<file path="src/sv/bpdc_pkg.sv">
// Shared types and constants for the button press duration classifier.
package bpdc_pkg;

  // Fixed field widths
  localparam int unsigned MaskW    = 8;
  localparam int unsigned TimeW    = 32;
  localparam int unsigned LimitW   = 16;
  localparam int unsigned IndexW   = 3;
  localparam int unsigned KindW    = 3;
  localparam int unsigned DelayW   = 7;
  localparam int unsigned CfgIdxW  = 1;

  // Default configuration
  localparam int unsigned DefButtonCount = 8;
  localparam int unsigned CmdDepth       = 2;
  localparam int unsigned ResDepth       = 4;

  localparam logic [LimitW-1:0] LongLimitReset = 16'd1000;
  localparam logic [LimitW-1:0] ContLimitReset = 16'd3000;

  // Register indexes
  localparam logic [CfgIdxW-1:0] CfgLongLimit = 1'b0;
  localparam logic [CfgIdxW-1:0] CfgContLimit = 1'b1;

  // Requested check delays
  localparam logic [DelayW-1:0] DelaySleep = 7'd0;
  localparam logic [DelayW-1:0] DelayFast  = 7'd10;
  localparam logic [DelayW-1:0] DelaySlow  = 7'd100;

  typedef enum logic [KindW-1:0] {
    KindNone    = 3'd0,
    KindShort   = 3'd1,
    KindLong    = 3'd2,
    KindRelCont = 3'd3,
    KindCont    = 3'd4
  } kind_e;

  // One accepted evaluation
  typedef struct packed {
    logic [MaskW-1:0] clicked;
    logic [MaskW-1:0] level;
    logic [TimeW-1:0] now;
  } cmd_t;

  // One per-button result
  typedef struct packed {
    logic [IndexW-1:0] index;
    kind_e             kind;
    logic [DelayW-1:0] next_check;
    logic              last;
  } res_t;

  // Hold-time limits from the register file
  typedef struct packed {
    logic [LimitW-1:0] long_limit;
    logic [LimitW-1:0] cont_limit;
  } cfg_t;

endpackage

</file>
<file path="src/sv/bpdc_fifo.sv">
// Small show-ahead queue used on the command and result sides.
module bpdc_fifo #(
  parameter int unsigned DEPTH = 2,
  parameter int unsigned WIDTH = 8
) (
  input  logic             clk_i,
  input  logic             rst_ni,
  input  logic             push_i,
  input  logic [WIDTH-1:0] data_i,
  output logic             full_o,
  input  logic             pop_i,
  output logic [WIDTH-1:0] data_o,
  output logic             empty_o
);

  localparam int unsigned PtrW = (DEPTH > 1) ? $clog2(DEPTH) : 1;
  localparam int unsigned CntW = $clog2(DEPTH + 1);

  logic [WIDTH-1:0] mem_q [DEPTH];
  logic [PtrW-1:0]  wr_ptr_q, wr_ptr_d;
  logic [PtrW-1:0]  rd_ptr_q, rd_ptr_d;
  logic [CntW-1:0]  count_q, count_d;
  logic             do_push, do_pop;

  assign full_o  = (count_q == CntW'(DEPTH));
  assign empty_o = (count_q == '0);
  assign do_push = push_i & ~full_o;
  assign do_pop  = pop_i & ~empty_o;
  assign data_o  = mem_q[rd_ptr_q];

  // Advance pointers with wrap at the queue depth
  always_comb begin
    wr_ptr_d = wr_ptr_q;
    rd_ptr_d = rd_ptr_q;
    count_d  = count_q;
    if (do_push) begin
      wr_ptr_d = (wr_ptr_q == PtrW'(DEPTH - 1)) ? '0 : wr_ptr_q + 1'b1;
    end
    if (do_pop) begin
      rd_ptr_d = (rd_ptr_q == PtrW'(DEPTH - 1)) ? '0 : rd_ptr_q + 1'b1;
    end
    if (do_push && !do_pop) begin
      count_d = count_q + 1'b1;
    end else if (do_pop && !do_push) begin
      count_d = count_q - 1'b1;
    end
  end

  always_ff @(posedge clk_i or negedge rst_ni) begin
    if (!rst_ni) begin
      wr_ptr_q <= '0;
      rd_ptr_q <= '0;
      count_q  <= '0;
    end else begin
      wr_ptr_q <= wr_ptr_d;
      rd_ptr_q <= rd_ptr_d;
      count_q  <= count_d;
    end
  end

  // Store the pushed entry
  always_ff @(posedge clk_i) begin
    if (do_push) begin
      mem_q[wr_ptr_q] <= data_i;
    end
  end

endmodule

</file>
<file path="src/sv/bpdc_engine.sv">
// Per-button sequencer: walks the buttons of one evaluation, one per cycle while the result queue is not full.
module bpdc_engine #(
  parameter int unsigned BUTTON_COUNT = bpdc_pkg::DefButtonCount
) (
  input  logic          clk_i,
  input  logic          rst_ni,
  input  bpdc_pkg::cfg_t cfg_i,
  input  bpdc_pkg::cmd_t cmd_i,
  input  logic          cmd_valid_i,
  output logic          cmd_pop_o,
  output bpdc_pkg::res_t res_o,
  output logic          res_push_o,
  input  logic          res_full_i
);

  import bpdc_pkg::*;

  localparam int unsigned IdxW = (BUTTON_COUNT > 1) ? $clog2(BUTTON_COUNT) : 1;

  logic [BUTTON_COUNT-1:0] held_q, held_d;
  logic [TimeW-1:0]        start_q [BUTTON_COUNT];
  logic [IdxW-1:0]         idx_q, idx_d;
  logic [DelayW-1:0]       delay_q, delay_d;

  logic              go, last, click, held, level, held_new, request;
  logic [TimeW-1:0]  elapsed;
  logic              over_long, over_cont;
  logic [DelayW-1:0] req_delay, delay_now;
  kind_e             kind;

  assign go    = cmd_valid_i & ~res_full_i;
  assign last  = (idx_q == IdxW'(BUTTON_COUNT - 1));
  assign click = cmd_i.clicked[idx_q];
  assign level = cmd_i.level[idx_q];
  assign held  = held_q[idx_q];

  // Hold time, wrapping, against zero-extended limits
  assign elapsed   = cmd_i.now - start_q[idx_q];
  assign over_long = elapsed > {{(TimeW - LimitW){1'b0}}, cfg_i.long_limit};
  assign over_cont = elapsed > {{(TimeW - LimitW){1'b0}}, cfg_i.cont_limit};

  // Classify the current button
  always_comb begin
    kind      = KindNone;
    held_new  = held;
    request   = 1'b0;
    req_delay = DelaySleep;
    if (click) begin
      held_new  = 1'b1;
      request   = 1'b1;
      req_delay = DelayFast;
    end else if (held) begin
      if (!level) begin
        held_new = 1'b0;
        if (over_long) begin
          kind = over_cont ? KindRelCont : KindLong;
        end else begin
          kind = KindShort;
        end
      end else if (over_cont) begin
        kind      = KindCont;
        request   = 1'b1;
        req_delay = DelaySlow;
      end else begin
        request   = 1'b1;
        req_delay = DelayFast;
      end
    end
  end

  // The highest-numbered request wins
  assign delay_now = request ? req_delay : delay_q;

  assign res_o.index      = IndexW'(idx_q);
  assign res_o.kind       = kind;
  assign res_o.next_check = last ? delay_now : DelaySleep;
  assign res_o.last       = last;
  assign res_push_o       = go;
  assign cmd_pop_o        = go & last;

  // Step to the next button, restart after the last one
  always_comb begin
    held_d  = held_q;
    idx_d   = idx_q;
    delay_d = delay_q;
    if (go) begin
      held_d[idx_q] = held_new;
      idx_d         = last ? '0 : idx_q + 1'b1;
      delay_d       = last ? DelaySleep : delay_now;
    end
  end

  always_ff @(posedge clk_i or negedge rst_ni) begin
    if (!rst_ni) begin
      held_q  <= '0;
      idx_q   <= '0;
      delay_q <= DelaySleep;
    end else begin
      held_q  <= held_d;
      idx_q   <= idx_d;
      delay_q <= delay_d;
    end
  end

  // Record the start tick of a fresh press
  always_ff @(posedge clk_i) begin
    if (go && click && !held) begin
      start_q[idx_q] <= cmd_i.now;
    end
  end

  // An evaluation is retired only with its final result
  assert property (@(posedge clk_i) disable iff (!rst_ni)
    cmd_pop_o |-> (res_push_o && res_o.last))
    else $error("command retired without its final result");

  // A clicked button is tracked as held afterwards
  assert property (@(posedge clk_i) disable iff (!rst_ni)
    (go && click) |=> held_q[$past(idx_q)])
    else $error("click did not set the held flag");

  // Sequencer holds its position while the result queue is full
  assert property (@(posedge clk_i) disable iff (!rst_ni)
    (cmd_valid_i && res_full_i) |=> (idx_q == $past(idx_q)))
    else $error("sequencer advanced while stalled");

  // Only a result carrying a release event changes the held state low
  assert property (@(posedge clk_i) disable iff (!rst_ni)
    (go && held && !held_new) |-> (kind == KindShort || kind == KindLong ||
                                   kind == KindRelCont))
    else $error("held flag cleared without a release event");

endmodule

</file>
<file path="src/sv/button_press_duration_classifier.sv">
// Top level of the button press duration classifier.
//
// Input channel: clicked_mask_i, level_mask_i and now_ms_i form one
// evaluation; it is taken on a rising edge with push high and full low.
// Result channel: while empty is low the oldest per-button result sits on
// button_index_o, event_kind_o, next_check_ms_o and last_result_o; pop high
// takes it. Each evaluation yields BUTTON_COUNT results in button order, the
// final one flagged by last_result_o and carrying the next check delay.
// Configuration: cfg_we_i writes cfg_data_i to register cfg_idx_i
// (0 long press limit, 1 continuous press limit) at the clock edge.
// An evaluation that is taken waits in the command queue; the sequencer
// writes its results into the result queue, one button per cycle while the
// result queue is not full. A small command queue keeps push open while the
// sequencer is busy; when the receiver stops popping, the result queue fills,
// the sequencer holds its place and full rises once the command queue is full.
// Reset clears all held flags, empties both queues and loads the default
// limits (1000 ms long, 3000 ms continuous).
module button_press_duration_classifier #(
  parameter int unsigned BUTTON_COUNT = bpdc_pkg::DefButtonCount
) (
  input  logic                             clk_i,
  input  logic                             rst_ni,
  input  logic                             cfg_we_i,
  input  logic [bpdc_pkg::CfgIdxW-1:0]     cfg_idx_i,
  input  logic [bpdc_pkg::LimitW-1:0]      cfg_data_i,
  input  logic                             push,
  output logic                             full,
  input  logic [bpdc_pkg::MaskW-1:0]       clicked_mask_i,
  input  logic [bpdc_pkg::MaskW-1:0]       level_mask_i,
  input  logic [bpdc_pkg::TimeW-1:0]       now_ms_i,
  output logic                             empty,
  input  logic                             pop,
  output logic [bpdc_pkg::IndexW-1:0]      button_index_o,
  output logic [bpdc_pkg::KindW-1:0]       event_kind_o,
  output logic [bpdc_pkg::DelayW-1:0]      next_check_ms_o,
  output logic                             last_result_o
);

  import bpdc_pkg::*;

  cfg_t cfg_q, cfg_d;
  cmd_t cmd_in, cmd_head;
  res_t res_in, res_head;
  logic cmd_empty, cmd_pop, res_push, res_full;

  // Register file writes
  always_comb begin
    cfg_d = cfg_q;
    if (cfg_we_i) begin
      unique case (cfg_idx_i)
        CfgLongLimit: cfg_d.long_limit = cfg_data_i;
        CfgContLimit: cfg_d.cont_limit = cfg_data_i;
        default:      cfg_d = cfg_q;
      endcase
    end
  end

  always_ff @(posedge clk_i or negedge rst_ni) begin
    if (!rst_ni) begin
      cfg_q.long_limit <= LongLimitReset;
      cfg_q.cont_limit <= ContLimitReset;
    end else begin
      cfg_q <= cfg_d;
    end
  end

  assign cmd_in.clicked = clicked_mask_i;
  assign cmd_in.level   = level_mask_i;
  assign cmd_in.now     = now_ms_i;

  // Front: queue accepted evaluations
  bpdc_fifo #(
    .DEPTH (CmdDepth),
    .WIDTH ($bits(cmd_t))
  ) u_cmd_fifo (
    .clk_i   (clk_i),
    .rst_ni  (rst_ni),
    .push_i  (push),
    .data_i  (cmd_in),
    .full_o  (full),
    .pop_i   (cmd_pop),
    .data_o  (cmd_head),
    .empty_o (cmd_empty)
  );

  // Back: walk the buttons of the oldest evaluation
  bpdc_engine #(
    .BUTTON_COUNT (BUTTON_COUNT)
  ) u_engine (
    .clk_i       (clk_i),
    .rst_ni      (rst_ni),
    .cfg_i       (cfg_q),
    .cmd_i       (cmd_head),
    .cmd_valid_i (~cmd_empty),
    .cmd_pop_o   (cmd_pop),
    .res_o       (res_in),
    .res_push_o  (res_push),
    .res_full_i  (res_full)
  );

  // Hold results until the receiver pops them
  bpdc_fifo #(
    .DEPTH (ResDepth),
    .WIDTH ($bits(res_t))
  ) u_res_fifo (
    .clk_i   (clk_i),
    .rst_ni  (rst_ni),
    .push_i  (res_push),
    .data_i  (res_in),
    .full_o  (res_full),
    .pop_i   (pop),
    .data_o  (res_head),
    .empty_o (empty)
  );

  assign button_index_o  = res_head.index;
  assign event_kind_o    = res_head.kind;
  assign next_check_ms_o = res_head.next_check;
  assign last_result_o   = res_head.last;

endmodule

</file>
<file path="config.mk">
export PLATFORM = sky130hd
export DESIGN_NAME = button_press_duration_classifier
export DESIGN_NICKNAME = d
export VERILOG_FILES = /design/src/sv/bpdc_pkg.sv /design/src/sv/bpdc_fifo.sv /design/src/sv/bpdc_engine.sv /design/src/sv/button_press_duration_classifier.sv
export SDC_FILE = /design/constraint.sdc
export NUM_CORES = 1
export LEC_CHECK = 0
export BUFFER_PORTS_ARGS = -buffer_cell sky130_fd_sc_hd__buf_2
export CAP_MARGIN = 20
export CORE_ASPECT_RATIO = 1.25
export CORE_MARGIN = 3
export CORE_UTILIZATION = 60
export CTS_BUF_LIST = sky130_fd_sc_hd__clkbuf_8
export DETAILED_ROUTE_END_ITERATION = 10
export PLACE_DENSITY = 0.84
export SLEW_MARGIN = 20
export SYNTH_ARGS = -nofsm -noshare
export SYNTH_HDL_FRONTEND = slang
export SYNTH_HIERARCHICAL = 1
export SYNTH_SLANG_ARGS = --single-unit
</file>
<file path="constraint.sdc">
create_clock -name clk_i -period 7.6 [get_ports clk_i]
set_input_delay 0.38 -clock clk_i [delete_from_list [all_inputs] [get_ports clk_i]]
set_output_delay 0.38 -clock clk_i [all_outputs]
set_load 0.03 [all_outputs]
</file>
==> reports/summary.txt, run 1 <==
Outcome = finished clean
Setup TNS = 0 ns
Gp weighted congestion = 0.895
FF+latch area = 13800 um^2
Syn_area_per_cell = 15.4 um^2
Routed Antenna Nets = 0
Die Ht = 213 um
Slowest Stage Delay on Critical Path = 0.93 ns
Clock net sink count = 469
Slowest stage cell on the critical path = dfrtp_1
Worst Path Required = 7.94 ns
Crit path time final = 6.77 ns
Core area = 33600 um^2
Fin nets = 1669
# IOs = 86
Gr ovfl total = 0
Layout cells sized above 1 = 0.228
CTS tree = built
First-pass DRT Iterations = 5
Crit end category = flop
CP arrival = 7.11 ns
Clk pin slew, worst setup/hold paths = 0.06 ns
Commonest cells after routing, fill and taps aside = 408 x edfxtp_1, 85 x buf_2, 76 x clkbuf_8
ANT cells = 0
Final setup viols = 0
Yosys warning count = 6
DR WL/cell = 22.6 um
Post-synth EDFFs = 408
Initial antenna violation count = 0
CTS Buffer Depth = 3
Largest net degree at the start of global routing = 62
Type of origin of the critical path = flop
Worst-Skew Late Latency = 0.62 ns
H-Tree Depth = 3
Row count = 75
Drt drc = 0
Worst path most repeated cell = a21o_1
Multi-input logic area = 6250 um^2
Period utilization = 0.891
Crit path max-delay family = simple AND/OR/NAND/NOR gates
Ys flop type = edfxtp_1
IO Port Bufs = 85
Relative slew margins = 0.269
Fraction of registers with async set/reset = 0.130
Fin. Hold Viols = 0
Final HPWL DP = 28900 um
WHS = 0.0359 ns
RSZ-0062 raised after global routing = false
Yosys cell types = 76
Max Cap Viol = 0
Most common cell after layout, fill and taps aside = edfxtp_1
Area of the die = 36400 um^2
Fillers = 2150
Critical path class = flop to flop
Register area share after synthesis = 0.673
Clock root buffer = clkbuf_8
Post-Syn Area = 20500 um^2
Vias = 12661
DR vias/cell = 6.32
Max FO, Critical Path = 25
Critical path buffers and inverters = 1
Post-synth net total = 1479
CP Cell Sequence = inv_1, nor3_2, a22oi_1, and4_1, ha_1, nor2b_1, o2111ai_1, and3_1, o21ai_0, a21o_1, a21oi_1, xnor2_1, ha_1, a21o_1, a21o_1, a21oi_1, o211ai_1, o211ai_1, a32o_1, nand4b_1, nor4b_4, nor2_2, o21a_1
Max frequency = 148 MHz
Hold Path Class = primary input to flop
Num CTS Buffers = 71
Synth-to-Final Area Change = 14.2%
DRT iter0 DRCs = 1382
Overall routing resource usage = 0.255
First-pass GRT wire length = 70800 um
Drt total wl = 45300 um
Cells after synthesis = 1333
Die width = 171 um
Max Slew Vio Count = 0
Hold Buf Count CTS = 61
FF+latch count, synth = 469
Post-CTS setup buffers = 0
Worst Tran Pin Value = 1.09 ns
Initial Util = 0.610
Clock Skews = 0.0387 ns
Post-cts resize count = 0
Vias in the first global route = 13087
-- through the flow --
stage / utilization / area (um^2) / std cells / setup slack (ns)
2_1_floorplan: - / 20500 / 1333 / 2.08
3_5_place_dp: 0.638 / 21400 / 1812 / 0.974
6_report: 0.696 / 23400 / 2004 / 0.830
4_1_cts: 0.696 / 23400 / 2004 / 0.920
3_3_place_gp: 0.638 / 21400 / 1812 / 1.13
5_1_grt: 0.696 / 23400 / 2004 / 0.482
-- flip-flops by register name (all words and copies together), names as in the netlist --
register,count
u_res_fifo/wr_ptr_q,2
u_res_fifo/mem_q,56
u_res_fifo/rd_ptr_q,2
cfg_q,32
u_cmd_fifo/mem_q,96
u_engine/idx_q,3
u_cmd_fifo/count_q,2
u_cmd_fifo/rd_ptr_q,1
u_cmd_fifo/wr_ptr_q,1
u_res_fifo/count_q,3
u_engine/start_q,256
u_engine/held_q,8
u_engine/delay_q,7
-- worst register-to-register path: stages (launching register included) --
cell       delay (ns)
dfrtp_1          0.93
inv_1            0.38
nor3_2           0.76
a22oi_1          0.19
and4_1           0.26
ha_1             0.27
nor2b_1          0.16
o2111ai_1        0.16
and3_1           0.26
o21ai_0          0.35
a21o_1           0.17
a21oi_1          0.08
xnor2_1          0.37
ha_1             0.33
a21o_1           0.16
a21o_1           0.17
a21oi_1          0.15
o211ai_1         0.11
o211ai_1         0.09
a32o_1           0.23
nand4b_1         0.16
nor4b_4          0.33
nor2_2           0.18
o21a_1           0.25
-- kinds of logic (layout without fill, tap and decap cells) --
kind of cell | count (synthesis) | in the layout | share of synthesized area
DFF | 469 | 469 | 0.673
AOI/OAI and AO/OA | 307 | 307 | 0.108
and+or+nand+nor | 227 | 227 | 0.0589
muxes | 114 | 114 | 0.0754
buffers and inverters | 110 | 358 | 0.0243
adders and majority gates | 76 | 76 | 0.0472
xor gates and xnor gates | 30 | 30 | 0.0128
-- Yosys cell counts, types with 13 or more instances --
library cell  count  area share
nor2_1           48      0.0088
edfxtp_1        408        0.60
ha_1             74       0.045
nand3_1          13      0.0032
mux4_2           17       0.019
xnor2_1          18      0.0077
dfstp_2          13       0.017
inv_1            48      0.0088
o21ai_0          35      0.0086
dfrtp_1          48       0.059
a22o_1           29       0.012
nand2_1          51      0.0093
clkbuf_1         34      0.0062
and3_1           36       0.011
a221oi_1         28       0.012
a31oi_1          16      0.0049
a22oi_1          72       0.026
mux2_2           63       0.035
a21oi_1          57       0.014
mux2_4           22       0.016
a21o_1           20      0.0073
-- path summary, 6_finish.rpt --
path / cells past startpoint / to / start / slack, ns
setup / recovery: 23 / u_res_fifo/mem_q[2][6] / u_engine/idx_q[2] / 0.83
hold / removal: 2 / cfg_q[20] / cfg_data_i[4] / 0.04
setup reg to reg: 23 / u_res_fifo/mem_q[2][6] / u_engine/idx_q[2] / 0.83
hold reg to reg: 1 / u_engine/delay_q[0] / u_engine/delay_q[0] / 0.49
max in group asynchronous: 3 / u_cmd_fifo/rd_ptr_q / rst_ni / 6.57
min in group asynchronous: 3 / cfg_q[16] / rst_ni / 0.46
-- layer usage --
layer	wire, um	up-vias	track usage
li1	-	5634	-
met1	17400	6289	0.323
met2	22900	613	0.429
met3	3380	125	0.0482
met4	1700	0	0.115
met5	0	-	0
-- area by class of cell --
cell class,instances,area share
Clock buffer,76,0.0447
Clock inverter,55,0.0134
Inverter,49,0.00786
Multi-Input combinational cell,754,0.267
Sequential cell,469,0.590
Tap cell,423,0.0226
Timing Repair Buffer,178,0.0546
Power of run 1 is left out: the tool's default activity adds up to more than one toggle a clock period on the data nets, which glitch-free logic cannot reach.
==> run 2: changes to the inputs <==
--- a/config.mk
+++ b/config.mk
@@ -9,10 +9,10 @@
 export CAP_MARGIN = 20
 export CORE_ASPECT_RATIO = 1.25
 export CORE_MARGIN = 3
-export CORE_UTILIZATION = 60
+export CORE_UTILIZATION = 58
 export CTS_BUF_LIST = sky130_fd_sc_hd__clkbuf_8
 export DETAILED_ROUTE_END_ITERATION = 10
-export PLACE_DENSITY = 0.84
+export PLACE_DENSITY = 0.85
 export SLEW_MARGIN = 20
 export SYNTH_ARGS = -nofsm -noshare
 export SYNTH_HDL_FRONTEND = slang
==> constraint.sdc (replaced) <==
create_clock -name clk_i -period 5.9 [get_ports clk_i]
set_input_delay 0.295 -clock clk_i [delete_from_list [all_inputs] [get_ports clk_i]]
set_output_delay 0.295 -clock clk_i [all_outputs]
set_load 0.03 [all_outputs]
==> reports/summary.txt, run 2 (synthesis gave the netlist of run 1 again) <==
Core area = 34600 um^2 (was 33600 um^2)
Relative slew margins = 0.324 (was 0.269)
CTS tree = built (unchanged)
Max frequency = 178 MHz (was 148 MHz)
Final setup viols = 0 (unchanged)
Outcome = finished clean (unchanged)
Fin. Hold Viols = 0 (unchanged)
CTS Buffer Depth = 3 (unchanged)
Initial antenna violation count = 0 (unchanged)
Largest Register = u_engine/start_q (unchanged)
Largest net degree at the start of global routing = 62 (unchanged)
Placed inst area = 21500 um^2 (was 21400 um^2)
Die Ht = 216 um (was 213 um)
Worst Tran Pin Value = 1.01 ns (was 1.09 ns)
ANT cells = 0 (unchanged)
Die width = 174 um (was 171 um)
Layout cells sized above 1 = 0.237 (was 0.228)
Crit end category = flop (unchanged)
Vias in the first global route = 13187 (was 13087)
# IOs = 86 (unchanged)
Vias = 12696 (was 12661)
Clock Skews = 0.0308 ns (was 0.0387 ns)
Period utilization = 0.954 (was 0.891)
Commonest cells after routing, fill and taps aside = 408 x edfxtp_1, 85 x buf_2, 84 x clkbuf_8 (was 408 x edfxtp_1, 85 x buf_2, 76 x clkbuf_8)
Max FFs per register = 256 (unchanged)
CP Cell Sequence = and3b_2, buf_4, buf_4, a22o_1, a221oi_1, and3_1, ha_1, a21oi_2, nand2b_1, o21ai_1, nand2_1, a31oi_1, xnor2_1, ha_1, nand4_1, nor2_1, o31ai_1, a32o_1, nand4b_1, nor4b_4, nor2_4, o21a_1 (was inv_1, nor3_2, a22oi_1, and4_1, ha_1, nor2b_1, o2111ai_1, and3_1, o21ai_0, a21o_1, a21oi_1, xnor2_1, ha_1, a21o_1, a21o_1, a21oi_1, o211ai_1, o211ai_1, a32o_1, nand4b_1, nor4b_4, nor2_2, o21a_1)
Type of origin of the critical path = flop (unchanged)
Clock root buffer = clkbuf_8 (unchanged)
Slowest stage cell on the critical path = dfrtp_2 (was dfrtp_1)
Most common cell after layout, fill and taps aside = edfxtp_1 (unchanged)
Fin nets = 1684 (was 1669)
Regs by FF count = u_engine/start_q x256, u_cmd_fifo/mem_q x96, u_res_fifo/mem_q x56 (unchanged)
Num CTS Buffers = 71 (unchanged)
R2R setup slack = 0.27 ns (was 0.83 ns)
Gr ovfl total = 0 (unchanged)
Crit path max-delay family = compound AO/OA/AOI/OAI gates (was simple AND/OR/NAND/NOR gates)
Clk pin slew, worst setup/hold paths = 0.06 ns (about the same)
IO Port Bufs = 85 (unchanged)
Critical path buffers and inverters = 2 (was 1)
Critical path class = flop to flop (unchanged)
Routed Antenna Nets = 0 (unchanged)
Max FO, Critical Path = 12 (was 25)
Drt drc = 0 (unchanged)
Gp weighted congestion = 0.969 (was 0.895)
First-pass DRT Iterations = 5 (unchanged)
Row count = 76 (was 75)
DR vias/cell = 6.18 (was 6.32)
Dpl ws = 0.226 ns (was 0.974 ns)
Clock net sink count = 469 (unchanged)
Max Slew Vio Count = 0 (unchanged)
First-pass GRT wire length = 73300 um (was 70800 um)
H-Tree Depth = 3 (unchanged)
RSZ-0062 raised after global routing = false (unchanged)
Worst Path Required = 6.24 ns (was 7.94 ns)
Max Cap Viol = 0 (unchanged)
Final WS setup = 0.274 ns (was 0.830 ns)
Synth-to-Final Area Change = 15.2% (was 14.2%)
Filler-free cell count of the finished design = 2055 (was 2004)
Crit path time final = 5.63 ns (was 6.77 ns)
Placed insts = 1864 (was 1812)
Area of the die = 37600 um^2 (was 36400 um^2)
Worst-Skew Late Latency = 0.61 ns (was 0.62 ns)
DR WL/cell = 22.6 um (about the same)
Overall routing resource usage = 0.249 (was 0.255)
Initial Util = 0.592 (was 0.610)
Setup TNS = 0 ns (unchanged)
Final HPWL DP = 29300 um (was 28900 um)
Drt total wl = 46400 um (was 45300 um)
CP arrival = 5.97 ns (was 7.11 ns)
Final Instance Area = 23600 um^2 (was 23400 um^2)
Hold Path Class = primary input to flop (unchanged)
Slowest Stage Delay on Critical Path = 0.51 ns (was 0.93 ns)
DRT iter0 DRCs = 1263 (was 1382)
-- run 2: changes by cell type in the layout (fill, tap and decap cells not counted), sizes merged --
cell         previous run  this run
inv                    66        65
dlygate4sd3            61        65
clkinvlp                2         1
bufinv                  3         0
clkinv                 33        21
buf                   117       128
clkbuf                 76        84
-- run 2: area by class of cell --
cell class	count	area, um^2
Timing Repair Buffer	193	1420
Tap cell	468	586
Clock buffer	84	1160
Inverter	49	188
Clock inverter	38	158
Fill cell	2272	11000
Multi-Input combinational cell	754	6300
Sequential cell	469	13800
-- run 2: worst reg2reg max path, stage by stage (launching register included) --
cell	delay, ns
dfrtp_2	0.51
and3b_2	0.33
buf_4	0.19
buf_4	0.20
a22o_1	0.26
a221oi_1	0.24
and3_1	0.21
ha_1	0.32
a21oi_2	0.21
nand2b_1	0.10
o21ai_1	0.30
nand2_1	0.18
a31oi_1	0.24
xnor2_1	0.25
ha_1	0.33
nand4_1	0.10
nor2_1	0.07
o31ai_1	0.09
a32o_1	0.26
nand4b_1	0.16
nor4b_4	0.43
nor2_4	0.14
o21a_1	0.24
-- run 2: timing repair --
| action | in CTS | in global routing |
|---|---|---|
| resized for setup | 0 | 15 |
| hold buffers | 65 | 0 |
| endpoints found under the hold margin | 176 | 0 |
| setup buffers | 0 | 4 |
| endpoints found under the setup margin | 0 | 33 |
-- run 2: path summary, 6_finish.rpt --
check                                    start                      to  cells past startpoint
max in group asynchronous               rst_ni       u_engine/idx_q[1]                      3
hold / removal                             pop  u_res_fifo/rd_ptr_q[0]                      3
setup reg to reg             u_engine/idx_q[0]  u_res_fifo/mem_q[3][6]                     22
min in group asynchronous               rst_ni               cfg_q[20]                      3
setup / recovery             u_engine/idx_q[0]  u_res_fifo/mem_q[3][6]                     22
hold reg to reg            u_engine/delay_q[0]     u_engine/delay_q[0]                      1
-- run 2: stage by stage --
step                 util  hold slack [ns]
finish              0.682           0.0659
detailed placement  0.622            0.469
floorplan               -        -0.000591
global route        0.682           0.0518
global placement    0.622            0.460
CTS                 0.679           0.0379
-- run 2: metal layers --
layer	vias to the layer above	share of wire	track usage
li1	5662	-	-
met1	6307	0.39	0.316
met2	593	0.50	0.419
met3	134	0.066	0.0407
met4	0	0.044	0.122
met5	-	0	0
Power of run 2 is left out for the same reason.
